[src/hdl/cdsr_pkg.sv]
// ---------------------------------------------------------------------------
// cdsr_pkg
// Types and constants for the central difference slope ratio block.
// ---------------------------------------------------------------------------
package cdsr_pkg;

    localparam int SAMPLE_W    = 32;
    localparam int RATIO_W     = 32;
    localparam int FRAC_BITS   = 16;
    localparam int PAIR_W      = 3;
    localparam int VARS_W      = 3;
    localparam int MIN_DEN_W   = 33;
    localparam int CFG_INDEX_W = 2;
    localparam int CFG_DATA_W  = 33;

    // Configuration register indexes
    localparam logic [CFG_INDEX_W-1:0] REG_VARS_IN_USE     = 2'd0;
    localparam logic [CFG_INDEX_W-1:0] REG_MIN_DENOMINATOR = 2'd1;

    localparam logic [VARS_W-1:0]    VARS_RESET   = 3'd4;
    localparam logic [RATIO_W-1:0]   RATIO_MAX    = 32'h7FFF_FFFF;
    localparam logic [RATIO_W-1:0]   RATIO_MIN    = 32'h8000_0000;

    typedef struct packed {
        logic signed [SAMPLE_W-1:0] sample_0;
        logic signed [SAMPLE_W-1:0] sample_1;
        logic signed [SAMPLE_W-1:0] sample_2;
        logic signed [SAMPLE_W-1:0] sample_3;
        logic                       trial_start;
    } sample_payload_t;

    typedef struct packed {
        logic [PAIR_W-1:0]         pair_row;
        logic signed [RATIO_W-1:0] ratio;
        logic                      ratio_valid;
        logic                      saturated;
        logic                      last_of_run;
    } ratio_payload_t;

    // Quotient handed from the divider to the sequencer
    typedef struct packed {
        logic signed [RATIO_W-1:0] ratio;
        logic                      sat;
    } div_result_t;

endpackage

[src/hdl/cdsr_stream_if.sv]
// ---------------------------------------------------------------------------
// cdsr_stream_if
// Valid/ready stream channel carrying one payload per transaction.
// ---------------------------------------------------------------------------
interface cdsr_stream_if #(
    parameter type payload_t = logic
);
    logic     valid;
    logic     ready;
    payload_t payload;

    modport source (output valid, output payload, input ready);
    modport sink   (input valid, input payload, output ready);
endinterface

[src/hdl/cdsr_divider.sv]
// ---------------------------------------------------------------------------
// cdsr_divider
// Bit-serial restoring divider: Q16.16 quotient of two signed differences,
// one quotient bit per cycle, clamped to the signed 32-bit range.
// ---------------------------------------------------------------------------
module cdsr_divider
    import cdsr_pkg::*;
#(
    parameter int DIFF_W = 33
)(
    input  logic                     clk,
    input  logic                     rst_n,
    input  logic                     start,
    input  logic signed [DIFF_W-1:0] num,
    input  logic signed [DIFF_W-1:0] den,
    output div_result_t              result,
    output logic                     done
);

    localparam int NUM_W = DIFF_W + FRAC_BITS;
    localparam int CNT_W = $clog2(NUM_W + 1);

    typedef enum logic [1:0] {DV_IDLE, DV_RUN, DV_FIN} div_state_t;

    div_state_t          state_reg;
    logic [NUM_W-1:0]    num_sh_reg;
    logic [DIFF_W-1:0]   den_reg;
    logic [DIFF_W-1:0]   rem_reg;
    logic [RATIO_W-1:0]  quo_reg;
    logic                ovf_reg;
    logic                neg_reg;
    logic [CNT_W-1:0]    cnt_reg;
    div_result_t         result_reg;
    logic                done_reg;

    logic [DIFF_W-1:0]   num_mag;
    logic [DIFF_W-1:0]   den_mag;
    logic [DIFF_W:0]     rem_sh;
    logic [DIFF_W:0]     trial;
    logic                bit_ge;
    logic [DIFF_W-1:0]   rem_next;
    logic [RATIO_W-1:0]  limit;
    logic                over;
    logic [RATIO_W-1:0]  mag;

    // Operand magnitudes
    assign num_mag = num[DIFF_W-1] ? DIFF_W'(0) - num : num;
    assign den_mag = den[DIFF_W-1] ? DIFF_W'(0) - den : den;

    // One restoring step: shift in the next numerator bit, try to subtract
    assign rem_sh   = {rem_reg, num_sh_reg[NUM_W-1]};
    assign trial    = rem_sh - {1'b0, den_reg};
    assign bit_ge   = ~trial[DIFF_W];
    assign rem_next = bit_ge ? trial[DIFF_W-1:0] : rem_sh[DIFF_W-1:0];

    // Clamp the finished quotient
    assign limit = neg_reg ? RATIO_MIN : RATIO_MAX;
    assign over  = ovf_reg || (quo_reg > limit);
    assign mag   = over ? limit : quo_reg;

    always_ff @(posedge clk or negedge rst_n)
    begin
        if (!rst_n)
        begin
            state_reg <= DV_IDLE;
            done_reg  <= 1'b0;
        end
        else
        begin
            // Pulse done for one cycle as the result register loads
            done_reg <= (state_reg == DV_FIN);
            case (state_reg)
                DV_IDLE:
                begin
                    if (start)
                    begin
                        num_sh_reg <= {num_mag, {FRAC_BITS{1'b0}}};
                        den_reg    <= den_mag;
                        neg_reg    <= num[DIFF_W-1] ^ den[DIFF_W-1];
                        rem_reg    <= '0;
                        quo_reg    <= '0;
                        ovf_reg    <= 1'b0;
                        cnt_reg    <= '0;
                        state_reg  <= DV_RUN;
                    end
                end
                DV_RUN:
                begin
                    num_sh_reg <= {num_sh_reg[NUM_W-2:0], 1'b0};
                    rem_reg    <= rem_next;
                    quo_reg    <= {quo_reg[RATIO_W-2:0], bit_ge};
                    ovf_reg    <= ovf_reg | quo_reg[RATIO_W-1];
                    cnt_reg    <= cnt_reg + CNT_W'(1);
                    if (cnt_reg == CNT_W'(NUM_W - 1))
                    begin
                        state_reg <= DV_FIN;
                    end
                end
                DV_FIN:
                begin
                    result_reg.ratio <= neg_reg ? RATIO_W'(0) - mag : mag;
                    result_reg.sat   <= over;
                    state_reg        <= DV_IDLE;
                end
                default:
                begin
                    state_reg <= DV_IDLE;
                end
            endcase
        end
    end

    assign result = result_reg;
    assign done   = done_reg;

endmodule

[src/hdl/central_difference_slope_ratio_top.sv]
// A new sample is taken only once the last pair of the previous point has been loaded
//   into the output register; the bit-serial divider, one bit a cycle, sets the pace.
// Samples that complete no point leave the block idle and ready for the next sample.
// Reset (rst_n, asynchronous, active low) clears the stored points and the
//   registers to vars_in_use = 4 and min_denominator = 0.
// ---------------------------------------------------------------------------
// central_difference_slope_ratio_top
// Keeps the last two samples of a trial and emits, for each new point, the
// ratio of central differences of every variable pair through a shared divider.
// ---------------------------------------------------------------------------
module central_difference_slope_ratio_top
    import cdsr_pkg::*;
#(
    parameter int MAX_VARS    = 4,
    parameter int SAMPLE_BITS = 32
)(
    input  logic                   clk,
    input  logic                   rst_n,
    input  logic                   cfg_write,
    input  logic [CFG_INDEX_W-1:0] cfg_index,
    input  logic [CFG_DATA_W-1:0]  cfg_data,
    cdsr_stream_if.sink            samples,
    cdsr_stream_if.source          ratios
);

    localparam int DIFF_W = SAMPLE_BITS + 1;
    localparam int IDX_W  = $clog2(MAX_VARS);
    localparam int CMP_W  = (DIFF_W > MIN_DEN_W) ? DIFF_W : MIN_DEN_W;

    typedef enum logic [2:0] {ST_IDLE, ST_ROW, ST_PAIR, ST_DIV, ST_EMIT} seq_state_t;

    // Configuration
    logic [VARS_W-1:0]    vars_in_use_reg;
    logic [MIN_DEN_W-1:0] min_den_reg;

    // Trial history
    logic [SAMPLE_BITS-1:0] older_reg [MAX_VARS];
    logic [SAMPLE_BITS-1:0] newer_reg [MAX_VARS];
    logic [1:0]             points_seen_reg;

    // Pair sequencer
    seq_state_t                 state_reg;
    logic signed [DIFF_W-1:0]   row_reg  [MAX_VARS];
    logic signed [DIFF_W-1:0]   scan_reg [MAX_VARS];
    logic signed [DIFF_W-1:0]   num_reg;
    logic [IDX_W-1:0]           i_reg;
    logic [IDX_W-1:0]           j_reg;
    logic [IDX_W-1:0]           nm1_reg;
    logic [PAIR_W-1:0]          count_reg;
    logic                       res_valid_reg;

    // Output register
    logic           out_valid_reg;
    logic           out_valid_next;
    ratio_payload_t out_payload_reg;

    logic [SAMPLE_W-1:0]      raw      [4];
    logic [SAMPLE_BITS-1:0]   cur      [MAX_VARS];
    logic signed [DIFF_W-1:0] diff_in  [MAX_VARS];
    logic [1:0]               ps_eff;
    logic [IDX_W-1:0]         nm1_clamped;
    logic [DIFF_W-1:0]        den_mag;
    logic                     den_ok;
    logic                     div_start;
    div_result_t              div_res;
    logic                     div_done;
    logic                     out_free;
    logic                     row_end;
    logic                     run_end;

    // Take each field as SAMPLE_BITS-bit two's complement
    assign raw[0] = samples.payload.sample_0;
    assign raw[1] = samples.payload.sample_1;
    assign raw[2] = samples.payload.sample_2;
    assign raw[3] = samples.payload.sample_3;

    generate
        for (genvar v = 0; v < MAX_VARS; v++)
        begin : g_var
            if (SAMPLE_BITS <= SAMPLE_W)
            begin : g_trunc
                assign cur[v] = raw[v][SAMPLE_BITS-1:0];
            end
            else
            begin : g_ext
                assign cur[v] = {{(SAMPLE_BITS - SAMPLE_W){1'b0}}, raw[v]};
            end
            assign diff_in[v] = {cur[v][SAMPLE_BITS-1], cur[v]}
                              - {older_reg[v][SAMPLE_BITS-1], older_reg[v]};
        end
    endgenerate

    // Effective point count and clamped last variable index
    assign ps_eff = samples.payload.trial_start ? 2'd0 : points_seen_reg;

    always_comb
    begin
        if (vars_in_use_reg < VARS_W'(2))
        begin
            nm1_clamped = IDX_W'(1);
        end
        else if (vars_in_use_reg > VARS_W'(MAX_VARS))
        begin
            nm1_clamped = IDX_W'(MAX_VARS - 1);
        end
        else
        begin
            nm1_clamped = IDX_W'(vars_in_use_reg - VARS_W'(1));
        end
    end

    // Denominator threshold test
    assign den_mag = scan_reg[0][DIFF_W-1] ? DIFF_W'(0) - scan_reg[0] : scan_reg[0];
    assign den_ok  = CMP_W'(den_mag) > CMP_W'(min_den_reg);

    assign div_start = (state_reg == ST_PAIR) && den_ok;
    assign out_free  = !out_valid_reg || ratios.ready;
    assign row_end   = (j_reg == nm1_reg);
    assign run_end   = row_end && (i_reg == nm1_reg - IDX_W'(1));

    // Output valid: load on an emit, drop once the transaction is taken
    assign out_valid_next = ((state_reg == ST_EMIT) && out_free)
                         || (out_valid_reg && !ratios.ready);

    cdsr_divider #(
        .DIFF_W (DIFF_W)
    ) u_divider (
        .clk    (clk),
        .rst_n  (rst_n),
        .start  (div_start),
        .num    (num_reg),
        .den    (scan_reg[0]),
        .result (div_res),
        .done   (div_done)
    );

    // Configuration writes; unknown indexes drop
    always_ff @(posedge clk or negedge rst_n)
    begin
        if (!rst_n)
        begin
            vars_in_use_reg <= VARS_RESET;
            min_den_reg     <= '0;
        end
        else if (cfg_write)
        begin
            case (cfg_index)
                REG_VARS_IN_USE:     vars_in_use_reg <= cfg_data[VARS_W-1:0];
                REG_MIN_DENOMINATOR: min_den_reg     <= cfg_data[MIN_DEN_W-1:0];
                default:             ;
            endcase
        end
    end

    // Sequencer: capture a point, walk the pairs, load the output register
    always_ff @(posedge clk or negedge rst_n)
    begin
        if (!rst_n)
        begin
            state_reg       <= ST_IDLE;
            points_seen_reg <= 2'd0;
            out_valid_reg   <= 1'b0;
            for (int v = 0; v < MAX_VARS; v++)
            begin
                older_reg[v] <= '0;
                newer_reg[v] <= '0;
            end
        end
        else
        begin
            out_valid_reg <= out_valid_next;
            case (state_reg)
                ST_IDLE:
                begin
                    if (samples.valid)
                    begin
                        for (int v = 0; v < MAX_VARS; v++)
                        begin
                            older_reg[v] <= newer_reg[v];
                            newer_reg[v] <= cur[v];
                            row_reg[v]   <= diff_in[v];
                        end
                        points_seen_reg <= (ps_eff < 2'd2) ? ps_eff + 2'd1 : ps_eff;
                        if (ps_eff == 2'd2)
                        begin
                            nm1_reg   <= nm1_clamped;
                            i_reg     <= '0;
                            count_reg <= '0;
                            state_reg <= ST_ROW;
                        end
                    end
                end
                ST_ROW:
                begin
                    // Numerator for this row; scan line starts at the next variable
                    num_reg <= row_reg[0];
                    for (int k = 0; k < MAX_VARS - 1; k++)
                    begin
                        row_reg[k]  <= row_reg[k+1];
                        scan_reg[k] <= row_reg[k+1];
                    end
                    row_reg[MAX_VARS-1]  <= '0;
                    scan_reg[MAX_VARS-1] <= '0;
                    j_reg     <= i_reg + IDX_W'(1);
                    state_reg <= ST_PAIR;
                end
                ST_PAIR:
                begin
                    res_valid_reg <= den_ok;
                    state_reg     <= den_ok ? ST_DIV : ST_EMIT;
                end
                ST_DIV:
                begin
                    if (div_done)
                    begin
                        state_reg <= ST_EMIT;
                    end
                end
                ST_EMIT:
                begin
                    if (out_free)
                    begin
                        out_payload_reg.pair_row    <= count_reg;
                        out_payload_reg.ratio       <= res_valid_reg ? div_res.ratio : '0;
                        out_payload_reg.ratio_valid <= res_valid_reg;
                        out_payload_reg.saturated   <= res_valid_reg && div_res.sat;
                        out_payload_reg.last_of_run <= run_end;
                        count_reg <= count_reg + PAIR_W'(1);
                        for (int k = 0; k < MAX_VARS - 1; k++)
                        begin
                            scan_reg[k] <= scan_reg[k+1];
                        end
                        scan_reg[MAX_VARS-1] <= '0;
                        j_reg <= j_reg + IDX_W'(1);
                        if (run_end)
                        begin
                            state_reg <= ST_IDLE;
                        end
                        else if (row_end)
                        begin
                            i_reg     <= i_reg + IDX_W'(1);
                            state_reg <= ST_ROW;
                        end
                        else
                        begin
                            state_reg <= ST_PAIR;
                        end
                    end
                end
                default:
                begin
                    state_reg <= ST_IDLE;
                end
            endcase
        end
    end

    assign samples.ready  = (state_reg == ST_IDLE);
    assign ratios.valid   = out_valid_reg;
    assign ratios.payload = out_payload_reg;

endmodule

[src/flat_wrapper.sv]
// flat-port wrapper written by rule: the top's interface ports become plain ports
module central_difference_slope_ratio_top_flat import cdsr_pkg::*;
#(
    parameter int MAX_VARS    = 4,
    parameter int SAMPLE_BITS = 32
)
  (clk, rst_n, cfg_write, cfg_index, cfg_data, samples_valid, samples_payload, samples_ready, ratios_valid, ratios_payload, ratios_ready);
  cdsr_stream_if #(.payload_t(sample_payload_t)) samples_i ();
  cdsr_stream_if #(.payload_t(ratio_payload_t)) ratios_i ();
  input  logic clk;
  input  logic rst_n;
  input  logic cfg_write;
  input  logic [CFG_INDEX_W-1:0] cfg_index;
  input  logic [CFG_DATA_W-1:0] cfg_data;
  input wire logic [$bits(samples_i.valid)-1:0] samples_valid;
  input wire logic [$bits(samples_i.payload)-1:0] samples_payload;
  output wire logic [$bits(samples_i.ready)-1:0] samples_ready;
  output wire logic [$bits(ratios_i.valid)-1:0] ratios_valid;
  output wire logic [$bits(ratios_i.payload)-1:0] ratios_payload;
  input wire logic [$bits(ratios_i.ready)-1:0] ratios_ready;
  assign samples_i.valid = samples_valid;
  assign samples_i.payload = samples_payload;
  assign samples_ready = samples_i.ready;
  assign ratios_valid = ratios_i.valid;
  assign ratios_payload = ratios_i.payload;
  assign ratios_i.ready = ratios_ready;
  central_difference_slope_ratio_top #(.MAX_VARS(MAX_VARS), .SAMPLE_BITS(SAMPLE_BITS)) u_core (.clk(clk), .rst_n(rst_n), .cfg_write(cfg_write), .cfg_index(cfg_index), .cfg_data(cfg_data), .samples(samples_i), .ratios(ratios_i));
endmodule
[config.mk]
export PLATFORM = sky130hd
export DESIGN_NAME = central_difference_slope_ratio_top_flat
export DESIGN_NICKNAME = d
export VERILOG_FILES = /design/src/hdl/cdsr_pkg.sv /design/src/hdl/cdsr_stream_if.sv /design/src/hdl/cdsr_divider.sv /design/src/hdl/central_difference_slope_ratio_top.sv /design/src/flat_wrapper.sv
export SDC_FILE = /design/constraint.sdc
export NUM_CORES = 2
export LEC_CHECK = 0
export BUFFER_PORTS_ARGS = -buffer_cell sky130_fd_sc_hd__buf_2
export CORE_MARGIN = 3
export CORE_UTILIZATION = 52
export DETAILED_ROUTE_END_ITERATION = 8
export PLACE_DENSITY = 0.67
export RECOVER_POWER = 100
export SLEW_MARGIN = 20
export SYNTH_ARGS = -nofsm -noshare
export SYNTH_HDL_FRONTEND = slang
export SYNTH_HIERARCHICAL = 1
export SYNTH_SLANG_ARGS = --single-unit
[constraint.sdc]
create_clock -name clk -period 22.8 [get_ports clk]
set_input_delay 1.14 -clock clk [delete_from_list [all_inputs] [get_ports clk]]
set_output_delay 1.14 -clock clk [all_outputs]
set_load 0.05 [all_outputs]
; ---- Word level (Yosys, flattened, before mapping)
; Memories as Yosys holds them, arrays and structs flattened. A register that Yosys moved wholly into a read port is not among the register bits.
; Cells that the tools add are included.
; Widths: inputs -> output; s select.
[totals]
in_bits = 169
ramBits = 264
ff_bits = 537
memories = 2
wordCells = 180
output_inout_bits = 40
[op_classes]
bitwise = 11
magnitude_cmp = 5
eq_ne = 19
n_mux = 58
reduce_logical = 35
n_addsub = 15
[memory_table]
columns = memory, words, word_bits, rd, rd_clocked_by_memory_dff, wr, line
row1 = u_core.row_reg, 4, 33, 4, 1, 4, central_difference_slope_ratio_top.sv:43  ; logic signed [DIFF_W-1:0] row_reg [MAX_VARS];
row2 = u_core.scan_reg, 4, 33, 4, 0, 4, central_difference_slope_ratio_top.sv:44  ; logic signed [DIFF_W-1:0] scan_reg [MAX_VARS];
[op_table]
columns = operator, count
row1 = $mux 33, 12
row2 = $sub 32x32->33, 4
row3 = $mux 32, 4
row4 = $pmux 49 s2, 1
row5 = $pmux 33 s2, 1
row6 = $sub 1x33->33 const A, 2
row7 = $pmux 32 s2, 1
row8 = $mux 49, 1
row9 = $sub 34x33->34, 1
row10 = $gt 33x33->1, 1
row11 = $gt 32x32->1, 1
row12 = $sub 1x32->32 const A, 1
row13 = $mux 3, 9
row14 = $mux 2, 12
row15 = $pmux 3 s5, 1
row16 = $reduce_and 2->1, 7
row17 = $pmux 2 s2, 3
row18 = $pmux 6 s2, 1
row19 = $reduce_and 3->1, 4
row20 = $mux 1, 9
row21 = $or 1x1->1, 9
row22 = $logic_and 1x1->1, 8
row23 = $ne 2x1->1 const B, 4
row24 = $ne 2x2->1 const B, 4
row25 = 28 further kinds, 42

; ---- Logic depth before layout (Yosys ltp)
[logic_depth]
depth_word = 7
depth_mapped = 26

; ---- By module
; The synthesis kept the hierarchy.
[modules_own_cells]
columns = mod, area_per_inst_um2, seq_area_each_um2, cells_each, n_inst
row1 = central_difference_slope_ratio_top, 31086.1, 16827.4, 3170, 1
row2 = cdsr_divider, 11700.0, 5240.0, 1207, 1

; ---- Worst setup path after synthesis
; No wires, ideal clock.
[synth_path]
kind = flip-flop to flip-flop
from = memory u_core.scan_reg[0][6]
to = register u_core.u_divider.cnt_reg[0], enable pin
t_arrival_ps = 11736
t_required_ps = 22081
setup_slack_ps = 10345
path_stages_with_launch = 17
path_cell_list = edfxtp_1 > or4_1 > or2_1 > or3_2 > nand2b_1 > or3_1 > o31ai_1 > xnor2_1 > ha_1 > nand4_1 > or2_2 > o221ai_1 > a21oi_1 > a211oi_1 > and2_1 > nor2_1 > nor3b_1
[synth_lines]
columns = item, line
row1 = from (decl), central_difference_slope_ratio_top.sv:44
row2 = to (signal assigned), cdsr_divider.sv:93  ; cnt_reg <= cnt_reg + CNT_W'(1);
row3 = to (decl), cdsr_divider.sv:32  ; logic [CNT_W-1:0] cnt_reg;

==> summary.txt <==
Run status
  • Status: complete, but fails checks
  • Failing checks: max-capacitance violations, max-slew violations

Clocking
  • CTS Hold Bufs: 0
  • Clock Tree Buf Depth: 3
  • Clock sinks: 785
  • Root buf cell: clkbuf_16
  • Number of H-tree levels: 3
  • CTS buffer count: 87
  • Cts repair resizes: 0
  • Clock Pin Slew Worst Setup and Hold Paths: 70 ps
  • Post-CTS setup buffer count: 0
  • Clock Latency Late Sink: 640 ps
  • TritonCTS clock tree: built

Floorplanning
  • Initial Util: 52.78%
  • Io pins: 209
  • Die W: 292.8 um
  • Die height: 292.8 um
  • Row count: 104
  • Total core area: 0.08107 mm2
  • Die ar.: 0.08576 mm2

Critical path
  • CP top delay family: buffers and inverters
  • CP cell instances: clkbuf_1, nand2b_1, or2_2, clkbuf_1, clkinvlp_2, clkbuf_1, or4b_2, nand3_1
  • Peak per-stage delay on the critical path: 3550 ps
  • Crit-path max FO: 88
  • Reg2Reg Capture Point: u_core/scan_reg[0][17]$_DFFE_PP_
  • CP Launch Type: input pin
  • Slowest CP cell: clkinvlp_2
  • Arrival time worst endpoint: 12060 ps
  • Crit end category: flop
  • CP bufs+invs: 4
  • CP required: 23260 ps
  • R2R cell count: 8
  • Reg2Reg Setup Slack: 13020 ps
  • Most used cell, CP: clkbuf_1
  • Worst R2R Start: u_core/state_reg[0]$_DFFE_PN0P_
  • Type of the worst setup path: in -> reg

Synth
  • Post-synth ARST share: 38.34%
  • Synth cell types: 88
  • Synth Flop Type: edfxtp_1
  • Register area share after synthesis: 51.58%
  • Synth Area in Adders: 7.106%
  • Largest family of logic cells by synthesized area: simple AND/OR/NAND/NOR gates
  • Dominant cells by area after synthesis: edfxtp_1 (34%), dfrtp_1 (18%), nand2_1 (8.2%)
  • Avg Synthesized Cell Area: 9.775 um2
  • Yosys warning count: 6
  • Synth Area in Simple Gates: 17.34%
  • Mapped cell area: 0.04279 mm2
  • FF+latch count, synth: 785
  • EDFF count, synth: 484
  • Top cell type's share of synthesized area: 33.97%
  • Compound-gate portion of the synthesized area: 13.96%
  • Largest area contributor in the netlist: edfxtp_1
  • Synth Instances: 4377
  • Syn_nets: 4786
  • Mux cell area share after synthesis: 1.728%
  • Synth Area in XOR/XNOR: 4.319%

STA
  • Period utilization: 50.85%
  • Final WS setup: 11210 ps
  • Skew final: 17.78 ps
  • FMAX: 0.08625 GHz
  • Slew Viols, Final: 1845
  • Final hold violations: 0
  • Slew @ Worst Pin: 4445 ps
  • Min Tclk post-route: 11590 ps
  • RSZ-0062 raised after global routing: no
  • TNS Setup: 0 ps
  • Endpoints failing setup: 0
  • Max_slew headroom: -196.3%

Routing
  • First-pass DRT Iterations: 5
  • Final WL: 102500 um
  • 1st-iter DRT viols: 2339
  • DRC errors left: 0
  • Routed Antenna Nets: 0
  • Routed length per instance: 18.16 um
  • Via count: 31410
  • Via density: 5.563

GRT
  • GRT Total Usage: 23.77%
  • Global-route wire length before repair: 163200 um
  • Pin count of the biggest net entering global routing: 241
  • Antenna violations before repair: 2
  • Vias in the first global route: 29760
  • Total grt overflow: 0

Final layout
  • Max reg flops: 132
  • Area growth syn-to-layout: 10.67%
  • Finished Cell Area: 0.04735 mm2
  • Fill count: 6999
  • Final nets: 4926
  • Layout cells sized above 1: 8.395%

Pwr
  • NetSw: 2492 uW
  • Comb power frac: 40.2%
  • Sequential power share: 38.0%
  • P_int: 3965 uW
  • Peak supply drop: 0.08064 mV
  • Clock network power share: 21.7%
  • Leakage: 0.01979 uW
  • Switching Share: 38.60%
  • Pwr/cell area: 136.4 mW/mm2

Hold path
  • Hold Path End: u_core/num_reg[17]$_DFFE_PP_
  • Worst Hold Path Cells: 0
  • Hold_sp: u_core/row_reg[0][17]$_DFFE_PP_
  • Hold WC Path Type: reg -> reg

Placed design
  • Placed cell areas: 0.04477 mm2
  • DPL Wire Length: 72520 um
  • Routability cong.: 0.8864
  • Placement Setup Slack: 16620 ps
  • IO buf count: 208

Flow run
  • Max_cap viols: 31
==> area by class of cell <==
cell class                      count  area [um2]  share of cell area [%]
Sequential cell                   785       22070                   46.60
Clock inverter                     48       476.7                   1.007
Antenna cell                        1       2.502                0.005285
Tap cell                         1060        1326                   2.801
Clock buffer                      110        2377                   5.020
Inverter                          262       985.9                   2.082
Multi-Input combinational cell   3143       18990                   40.10
Timing Repair Buffer              238        1126                   2.378
==> power groups by stage <==
stage | Clock (uW) | Combinational (uW) | Sequential [uW]
after CTS | 1440 | 2600 | 2440
after detailed placement | 0 | 2580 | 2460
after global routing | 1500 | 2930 | 2500
after global placement | 0 | 2540 | 2450
final | 1400 | 2600 | 2460
after floorplan | 0 | 1890 | 2410
==> logic make-up (layout without fill, tap and decap cells) <==
family | count (synthesis) | after routing
simple gates | 1637 | 1637
mux | 69 | 69
flops | 785 | 785
buf+inv | 449 | 658
xor+xnor | 211 | 211
fa+ha+maj | 240 | 240
compound gates | 986 | 986
other cells | 0 | 1
==> stage by stage <==
stage	util, %	cells	hold WS, ps	total power (uW)
finish	58.41	5647	413.5	6458
detailed placement	55.22	5488	404.5	5040
CTS	58.74	5646	414.3	6472
global placement	55.22	5488	401.2	4986
floorplan	-	4377	400.3	4297
global route	58.41	5646	418.8	6926
==> cell usage after synthesis, types with 72 or more instances <==
library cell / count
a21o_1: 76
a21oi_1: 236
and2_1: 110
clkbuf_1: 165
dfrtp_1: 300
edfxtp_1: 484
ha_1: 235
inv_1: 262
nand2_1: 931
nand3_1: 72
nor2_1: 205
o21ai_0: 387
xnor2_1: 122
xor2_1: 89
==> placed cells by master, fill, tap and decap left out, types with 61 or more instances in the layout <==
cell type	instances
buf_2	167
nand3_1	71
a21oi_1	237
ha_1	235
nand2_1	931
clkbuf_16	90
xor2_1	89
inv_1	260
o21ai_0	393
nor2_1	205
and2_0	62
xnor2_1	122
clkbuf_1	83
nand2b_1	61
a21o_1	76
dfrtp_1	300
edfxtp_1	484
==> routing by layer <==
metal,up-vias,wire length (um),track usage (%)
li1,15590,-,-
met1,14920,45820,32.42
met2,721,49100,40.10
met3,183,4520,2.752
met4,2,3091,7.278
met5,-,13,0
==> worst max-delay path by stage <==
stage / startpoint / end / slack [ps] / cells after the start
after floorplan: u_core/scan_reg[0][6]$_DFFE_PP_ / u_core/u_divider/cnt_reg[0]$_SDFFCE_PN0P_ / 10350 / 16
after global placement: u_core/scan_reg[0][6]$_DFFE_PP_ / u_core/u_divider/num_sh_reg[37]$_DFFE_PP_ / 16670 / 17
after detailed placement: u_core/scan_reg[0][6]$_DFFE_PP_ / u_core/u_divider/num_sh_reg[36]$_DFFE_PP_ / 16620 / 17
after CTS: u_core/scan_reg[0][8]$_DFFE_PP_ / u_core/u_divider/num_sh_reg[37]$_DFFE_PP_ / 16600 / 17
after global routing: rst_n / u_core/row_reg[1][10]$_DFFE_PP_ / 9960 / 8
final: rst_n / u_core/row_reg[1][10]$_DFFE_PP_ / 11210 / 8
No activity file was read; power rests on OpenSTA's default activity.
